## config.mk

```make
export PLATFORM = sky130hd
export DESIGN_NAME = hsv_to_rgb_converter
export DESIGN_NICKNAME = d
export VERILOG_FILES = /design/src/rtl/core/hsvrgb_pkg.sv /design/src/rtl/core/hsv_to_rgb_converter.sv /design/src/rtl/core/hsvrgb_datapath.sv
export SDC_FILE = /design/constraint.sdc
export NUM_CORES = 2
export LEC_CHECK = 0
export ABC_AREA = 0
export BUFFER_PORTS_ARGS = -buffer_cell sky130_fd_sc_hd__clkbuf_2
export CAP_MARGIN = 20
export CORE_ASPECT_RATIO = 0.5
export CORE_MARGIN = 2
export CORE_UTILIZATION = 60
export CTS_CLUSTER_DIAMETER = 80
export DETAILED_ROUTE_END_ITERATION = 12
export GPL_TIMING_DRIVEN = 1
export PLACE_DENSITY = 0.86
export SYNTH_ARGS = -nofsm -noshare
export SYNTH_HDL_FRONTEND = slang
export SYNTH_SLANG_ARGS = --single-unit
```

## constraint.sdc

```tcl
create_clock -name clock -period 5.9 [get_ports clock]
set_input_delay 1.18 -clock clock [delete_from_list [all_inputs] [get_ports clock]]
set_output_delay 1.18 -clock clock [all_outputs]
set_load 0.01 [all_outputs]
```

## src/rtl/core/hsvrgb_pkg.sv

```systemverilog
// ----------------------------------------------------------------------------
// hsvrgb_pkg
// shared widths, defaults and transaction types of the hsv to rgb converter
// ----------------------------------------------------------------------------
`default_nettype none

package hsvrgb_pkg;

   localparam int HUE_BITS          = 13;
   localparam int CHANNEL_BITS      = 8;
   localparam int HUE_FRAC_BITS_DEF = 4;
   localparam int STAGES            = 7;

   typedef struct packed {
      logic [HUE_BITS-1:0]     hue;
      logic [CHANNEL_BITS-1:0] saturation;
      logic [CHANNEL_BITS-1:0] brightness;
   } req_type;

   typedef struct packed {
      logic [CHANNEL_BITS-1:0] red;
      logic [CHANNEL_BITS-1:0] green;
      logic [CHANNEL_BITS-1:0] blue;
   } rsp_type;

endpackage

`default_nettype wire

```

## src/rtl/core/hsv_to_rgb_converter.sv

```systemverilog
// ----------------------------------------------------------------------------
// hsv_to_rgb_converter
// converts one hue/saturation/value color to red/green/blue per transaction
//
//   channel   direction   handshake            payload
//   req_      in          req_valid/req_stall  hsvrgb_pkg::req_type
//   rsp_      out         rsp_valid/rsp_stall  hsvrgb_pkg::rsp_type
//
// one transaction per cycle sustained while rsp_stall is low; each result passes
// through the seven-stage multiply/divide-by-constant pipeline
// reset clears only the stage valid bits; payload registers are not reset
// stalled stages hold, empty stages fill, so bubbles close up under rsp_stall
// req_stall rises only when every stage holds a transaction and rsp is stalled
// ----------------------------------------------------------------------------
`default_nettype none

module hsv_to_rgb_converter #(
   parameter int HUE_FRAC_BITS = hsvrgb_pkg::HUE_FRAC_BITS_DEF
) (
   input  wire logic                 clock,
   input  wire logic                 reset,
   input  wire logic                 req_valid,
   output      logic                 req_stall,
   input  wire hsvrgb_pkg::req_type  req_payload,
   output      logic                 rsp_valid,
   input  wire logic                 rsp_stall,
   output      hsvrgb_pkg::rsp_type  rsp_payload
);

   localparam int NS = hsvrgb_pkg::STAGES;

   logic [NS-1:0] valid_ff, valid_in;
   logic [NS-1:0] adv_in;

   always_comb begin
      adv_in[NS-1] = !valid_ff[NS-1] || !rsp_stall;
      for (int k = NS - 2; k >= 0; k--) begin
         adv_in[k] = !valid_ff[k] || adv_in[k+1];
      end
      valid_in[0] = adv_in[0] ? req_valid : valid_ff[0];
      for (int k = 1; k < NS; k++) begin
         valid_in[k] = adv_in[k] ? valid_ff[k-1] : valid_ff[k];
      end
   end

   always_ff @(posedge clock) begin
      if (reset) begin
         valid_ff <= '0;
      end else begin
         valid_ff <= valid_in;
      end
   end

   assign req_stall = !adv_in[0];
   assign rsp_valid = valid_ff[NS-1];

   hsvrgb_datapath #(
      .HUE_FRAC_BITS (HUE_FRAC_BITS)
   ) u_datapath (
      .clock       (clock),
      .stage_en    (adv_in),
      .req_payload (req_payload),
      .rsp_payload (rsp_payload)
   );

endmodule

`default_nettype wire

```

## src/rtl/core/hsvrgb_datapath.sv

```systemverilog
// ----------------------------------------------------------------------------
// hsvrgb_datapath
// seven-stage arithmetic pipeline: sector split, p/q/t products, division by
// constants through reciprocal multiply with one correction, sector routing
// ----------------------------------------------------------------------------
`default_nettype none

module hsvrgb_datapath #(
   parameter int HUE_FRAC_BITS = hsvrgb_pkg::HUE_FRAC_BITS_DEF
) (
   input  wire logic                             clock,
   input  wire logic [hsvrgb_pkg::STAGES-1:0]    stage_en,
   input  wire hsvrgb_pkg::req_type              req_payload,
   output      hsvrgb_pkg::rsp_type              rsp_payload
);

   localparam int CB       = hsvrgb_pkg::CHANNEL_BITS;
   localparam int SECTOR   = 60 << HUE_FRAC_BITS;
   localparam int CIRCLE   = 360 << HUE_FRAC_BITS;
   localparam int MAXV     = (1 << CB) - 1;
   localparam int MW       = MAXV * SECTOR;
   localparam int F_W      = $clog2(SECTOR);
   localparam int G_W      = $clog2(SECTOR + 1);
   localparam int MW_W     = $clog2(MW + 1);
   localparam int X_W      = CB + MW_W;
   localparam int XP_W     = 2 * CB;
   localparam int R_W      = CB + 2;
   localparam int PQ_W     = X_W + R_W;
   localparam int PP_W     = XP_W + R_W;

   localparam logic [R_W-1:0]  RQ       = R_W'((64'd1 << X_W) / MW);
   localparam logic [R_W-1:0]  RP       = R_W'((64'd1 << XP_W) / MAXV);
   localparam logic [MW_W-1:0] MW_C     = MW_W'(MW);
   localparam logic [G_W-1:0]  SECTOR_C = G_W'(SECTOR);
   localparam logic [CB-1:0]   MAXV_C   = CB'(MAXV);

   localparam logic [2:0] SEC_RED_YEL = 3'd0;
   localparam logic [2:0] SEC_YEL_GRN = 3'd1;
   localparam logic [2:0] SEC_GRN_CYN = 3'd2;
   localparam logic [2:0] SEC_CYN_BLU = 3'd3;
   localparam logic [2:0] SEC_BLU_MAG = 3'd4;

   // stage 1
   logic [31:0]     h_ext_in;
   logic [31:0]     base_in;
   logic [2:0]      sec_in;
   logic [F_W-1:0]  f1_ff;
   logic [CB-1:0]   s1_ff, v1_ff;
   logic [2:0]      sec1_ff;

   always_comb begin
      h_ext_in = 32'(req_payload.hue);
      if (h_ext_in >= 32'(CIRCLE)) begin
         h_ext_in = '0;
      end
      sec_in  = SEC_RED_YEL;
      base_in = '0;
      for (int k = 1; k < 6; k++) begin
         if (h_ext_in >= 32'(k * SECTOR)) begin
            sec_in  = 3'(k);
            base_in = 32'(k * SECTOR);
         end
      end
   end

   always_ff @(posedge clock) begin
      if (stage_en[0]) begin
         f1_ff   <= F_W'(h_ext_in - base_in);
         s1_ff   <= req_payload.saturation;
         v1_ff   <= req_payload.brightness;
         sec1_ff <= sec_in;
      end
   end

   // stage 2
   logic [G_W-1:0]  g_in;
   logic [MW_W-1:0] sf2_ff, sg2_ff;
   logic [XP_W-1:0] vp2_ff;
   logic [CB-1:0]   v2_ff;
   logic [2:0]      sec2_ff;

   assign g_in = SECTOR_C - G_W'(f1_ff);

   always_ff @(posedge clock) begin
      if (stage_en[1]) begin
         sf2_ff  <= MW_W'(s1_ff) * MW_W'(f1_ff);
         sg2_ff  <= MW_W'(s1_ff) * MW_W'(g_in);
         vp2_ff  <= XP_W'(v1_ff) * XP_W'(MAXV_C - s1_ff);
         v2_ff   <= v1_ff;
         sec2_ff <= sec1_ff;
      end
   end

   // stage 3
   logic [MW_W-1:0] nq3_ff, nt3_ff;
   logic [XP_W-1:0] vp3_ff;
   logic [CB-1:0]   v3_ff;
   logic [2:0]      sec3_ff;

   always_ff @(posedge clock) begin
      if (stage_en[2]) begin
         nq3_ff  <= MW_C - sf2_ff;
         nt3_ff  <= MW_C - sg2_ff;
         vp3_ff  <= vp2_ff;
         v3_ff   <= v2_ff;
         sec3_ff <= sec2_ff;
      end
   end

   // stage 4
   logic [X_W-1:0]  xq4_ff, xt4_ff;
   logic [XP_W-1:0] xp4_ff;
   logic [CB-1:0]   v4_ff;
   logic [2:0]      sec4_ff;

   always_ff @(posedge clock) begin
      if (stage_en[3]) begin
         xq4_ff  <= X_W'(v3_ff) * X_W'(nq3_ff);
         xt4_ff  <= X_W'(v3_ff) * X_W'(nt3_ff);
         xp4_ff  <= vp3_ff;
         v4_ff   <= v3_ff;
         sec4_ff <= sec3_ff;
      end
   end

   // stage 5: quotient estimate, low by at most one
   logic [PQ_W-1:0] pq_in, pt_in;
   logic [PP_W-1:0] pp_in;
   logic [CB-1:0]   eq5_ff, et5_ff, ep5_ff;
   logic [X_W-1:0]  xq5_ff, xt5_ff;
   logic [XP_W-1:0] xp5_ff;
   logic [CB-1:0]   v5_ff;
   logic [2:0]      sec5_ff;

   assign pq_in = PQ_W'(xq4_ff) * PQ_W'(RQ);
   assign pt_in = PQ_W'(xt4_ff) * PQ_W'(RQ);
   assign pp_in = PP_W'(xp4_ff) * PP_W'(RP);

   always_ff @(posedge clock) begin
      if (stage_en[4]) begin
         eq5_ff  <= pq_in[X_W+CB-1:X_W];
         et5_ff  <= pt_in[X_W+CB-1:X_W];
         ep5_ff  <= pp_in[XP_W+CB-1:XP_W];
         xq5_ff  <= xq4_ff;
         xt5_ff  <= xt4_ff;
         xp5_ff  <= xp4_ff;
         v5_ff   <= v4_ff;
         sec5_ff <= sec4_ff;
      end
   end

   // stage 6: estimate times divisor
   logic [X_W-1:0]  bq6_ff, bt6_ff, xq6_ff, xt6_ff;
   logic [XP_W-1:0] bp6_ff, xp6_ff;
   logic [CB-1:0]   eq6_ff, et6_ff, ep6_ff, v6_ff;
   logic [2:0]      sec6_ff;

   always_ff @(posedge clock) begin
      if (stage_en[5]) begin
         bq6_ff  <= X_W'(eq5_ff) * X_W'(MW_C);
         bt6_ff  <= X_W'(et5_ff) * X_W'(MW_C);
         bp6_ff  <= XP_W'(ep5_ff) * XP_W'(MAXV_C);
         xq6_ff  <= xq5_ff;
         xt6_ff  <= xt5_ff;
         xp6_ff  <= xp5_ff;
         eq6_ff  <= eq5_ff;
         et6_ff  <= et5_ff;
         ep6_ff  <= ep5_ff;
         v6_ff   <= v5_ff;
         sec6_ff <= sec5_ff;
      end
   end

   // stage 7: correction and routing
   logic [X_W-1:0]  rq_in, rt_in;
   logic [XP_W-1:0] rp_in;
   logic [CB-1:0]   q_in, t_in, p_in;
   hsvrgb_pkg::rsp_type rgb_in, rgb7_ff;

   always_comb begin
      rq_in = xq6_ff - bq6_ff;
      rt_in = xt6_ff - bt6_ff;
      rp_in = xp6_ff - bp6_ff;
      q_in  = eq6_ff + CB'(rq_in >= X_W'(MW_C));
      t_in  = et6_ff + CB'(rt_in >= X_W'(MW_C));
      p_in  = ep6_ff + CB'(rp_in >= XP_W'(MAXV_C));
      case (sec6_ff)
         SEC_RED_YEL: rgb_in = '{red: v6_ff, green: t_in,  blue: p_in};
         SEC_YEL_GRN: rgb_in = '{red: q_in,  green: v6_ff, blue: p_in};
         SEC_GRN_CYN: rgb_in = '{red: p_in,  green: v6_ff, blue: t_in};
         SEC_CYN_BLU: rgb_in = '{red: p_in,  green: q_in,  blue: v6_ff};
         SEC_BLU_MAG: rgb_in = '{red: t_in,  green: p_in,  blue: v6_ff};
         default:     rgb_in = '{red: v6_ff, green: p_in,  blue: q_in};
      endcase
   end

   always_ff @(posedge clock) begin
      if (stage_en[6]) begin
         rgb7_ff <= rgb_in;
      end
   end

   assign rsp_payload = rgb7_ff;

endmodule

`default_nettype wire

```

==> results.md <==
* Status: finished clean
* Synth Instances at 4242
* Total wire length at 94000 um
* Area fraction in compound gates after synthesis at 7.89%
* CTS tree: built
* Final core occ at 64.7%
* Register area share after synthesis at 32.5%
* Vias in the first global route at 32.2k
* Clock skew at 0.0348 ns
* HPWL after detailed placement at 71700 um
* Crit-path max FO at 28
* Routability cong. at 0.909
* DR pass1 iterations at 10
* Core footprint at 0.0748 mm^2
* Synth Register Bits at 491
* Yosys warnings at 0
* Layout area overhead at 7.20%
* Initial antenna violation count at 1
* CTS sink cnt at 491
* Slew HR at 28.4%
* Most common cell in the netlist: inv_1
* Synth Net Count at 5301
* Count of pins over their slew limit at 0
* Final setup vio count at 0
* Layout cells sized above 1 at 4.77%
* CTS Buffer Depth at 3
* Setup crit start kind: register
* Root Driver: clkbuf_16
* H-tree levels at 2
* Post-layout min period at 5.57 ns
* Worst-skew pair later-pin latency at 0.62 ns
* Hold buffer count at cts at 0
* DRC viols at 0
* Routed len/inst at 17.5 um
* Biggest area consumer among synthesized cells: edfxtp_1
* Simple-Gate Fraction of Synth Area at 11.8%
* Setup TNS at 0 ns
* FMAX at 0.179 GHz
* # IOs at 59
* ANT cells at 0
* Synth Flop Type: edfxtp_1
* Hold path cells at 0
* Setup Fix Bufs, Post-CTS at 0
* Crit share post-route at 94.4%
* Full die area at 0.0775 mm^2
* Die X-Extent at 392 um
* DR iter-0 viols at 2564
* Synth Area in XOR/XNOR at 4.17%
* Starting density of the core at 60.3%
* Worst setup margin at 0.329 ns
* Reg clk slew, reported paths at 0.07 ns
* Routed Antenna Nets at 0
* Most area-consuming cells after synthesis: edfxtp_1, fa_1, ha_1
* CP required at 6.31 ns
* Synth Area in Adders at 35.9%
* Syn avg cell area at 10.6 um^2
* First-pass GRT wire length at 158000 um
* EDFF count, synth at 484
* Yosys cell types at 74
* CP Capture Type: register
* Total GRT Usage at 25.2%
* Post-cts resize count at 0
* Mux share of post-synthesis cell area at 0.460%
* Post-synth ARST share at 0%
* Synthesized area at 0.0451 mm^2
* # port buffers at 58
* Cell Rows at 71
* Critical path arrival at 5.98 ns
* Total grt overflow at 0
* Vias per inst at 5.69
* Worst hold path type: register to register
* Final Hold Fails at 0
* Via count at 30.5k
* Setup CP Type: register to register
* Layout net count at 5362
* Worst-case reg-to-reg path depth at 16
* Cts bufs inserted at 49
* Place WS at 0.345 ns
* Largest family of logic cells by synthesized area: adder cells
* Pin count of the biggest net entering global routing at 139
* Slew @ Worst Pin at 1.07 ns
* MaxCap Viol Count at 0
* Die height at 198 um
* Synth top area share at 32.2%
* Most frequent cells after synthesis: inv_1, ha_1, edfxtp_1
## path summary, 6_finish.rpt
kind	from	endpoint	slack (ns)
worst min register to register	u_datapath.xq5_ff[23]	u_datapath.xq6_ff[23]	0.42
worst max register to register	u_datapath.v3_ff[2]	u_datapath.xt4_ff[23]	0.33
worst max-delay path	u_datapath.v3_ff[2]	u_datapath.xt4_ff[23]	0.33
worst min-delay path	u_datapath.xq5_ff[23]	u_datapath.xq6_ff[23]	0.42
## registers in the layout (all words and copies together), names as in the netlist, 17 cells and up
name / flops
u_datapath.rsp_payload: 24
u_datapath.xt4_ff: 26
u_datapath.xq5_ff: 20
u_datapath.sf2_ff: 17
u_datapath.nt3_ff: 18
u_datapath.xt6_ff: 20
u_datapath.xq4_ff: 25
u_datapath.xq6_ff: 20
u_datapath.xt5_ff: 20
u_datapath.nq3_ff: 17
u_datapath.sg2_ff: 18
## final cells by class
type,instances,area [um^2]
Clock buffer,55,1280
Inverter,793,2980
Timing Repair Buffer,90,563
Sequential cell,491,14700
Fill cell,5297,26400
Multi-Input combinational cell,2878,27200
Tap cell,1022,1280
Clock inverter,35,388
## worst max-delay path: stages, from the launching register on
cell	delay, ns
edfxtp_1	0.76
and2_1	0.36
fa_1	0.55
inv_1	0.06
fa_1	0.55
inv_1	0.06
fa_1	0.39
fa_1	0.47
ha_1	0.37
a21o_1	0.14
a21o_1	0.11
a21oi_1	0.09
nor3b_1	0.15
and3_1	0.22
nor4_1	0.56
nor2_1	0.16
o311ai_1	0.35
## layer usage
| metal | vias up | global-route usage (%) | share of wire, % |
|---|---|---|---|
| met1 | 15100 | 33.3 | 42 |
| met2 | 1089 | 43.3 | 49 |
| met5 | - | 0 | 0 |
| li1 | 14200 | - | - |
| met4 | 0 | 7.35 | 2.6 |
| met3 | 203 | 3.72 | 6.6 |
## per-stage QoR
step / instance area [um^2] / hold WS, ns / std cells
5_1_grt: 48400 / 0.424 / 5364
6_report: 48400 / 0.415 / 5364
3_3_place_gp: 46700 / 0.402 / 5273
4_1_cts: 48300 / 0.418 / 5363
2_1_floorplan: 45100 / 0.400 / 4242
3_5_place_dp: 46700 / 0.405 / 5273
## kinds of logic (layout without fill, tap and decap cells)
kind of cell    count (synthesis)  count (layout)
fa+ha+maj                    1026            1026
simple gates                 1076            1076
compound gates                541             541
buf+inv                       873             973
flops                         491             491
xor+xnor                      215             215
mux                            20              20
## cell usage in the layout (no fill, tap or decap), types with 28 or more instances in the layout
cell type	count
xnor2_1	142
buf_4	30
ha_1	578
and2_1	233
nand3_1	58
a21oi_1	147
a211oi_1	28
clkbuf_2	58
nand2_1	340
fa_1	448
nor2_1	186
a21o_1	53
edfxtp_1	484
clkbuf_16	50
nand2b_1	55
nor3_1	41
nor2b_1	66
o21ai_0	75
inv_1	790
xor2_1	70
Power is not shown: default switching activity piles up to over one toggle a cycle in this logic, so the estimate is an artifact.
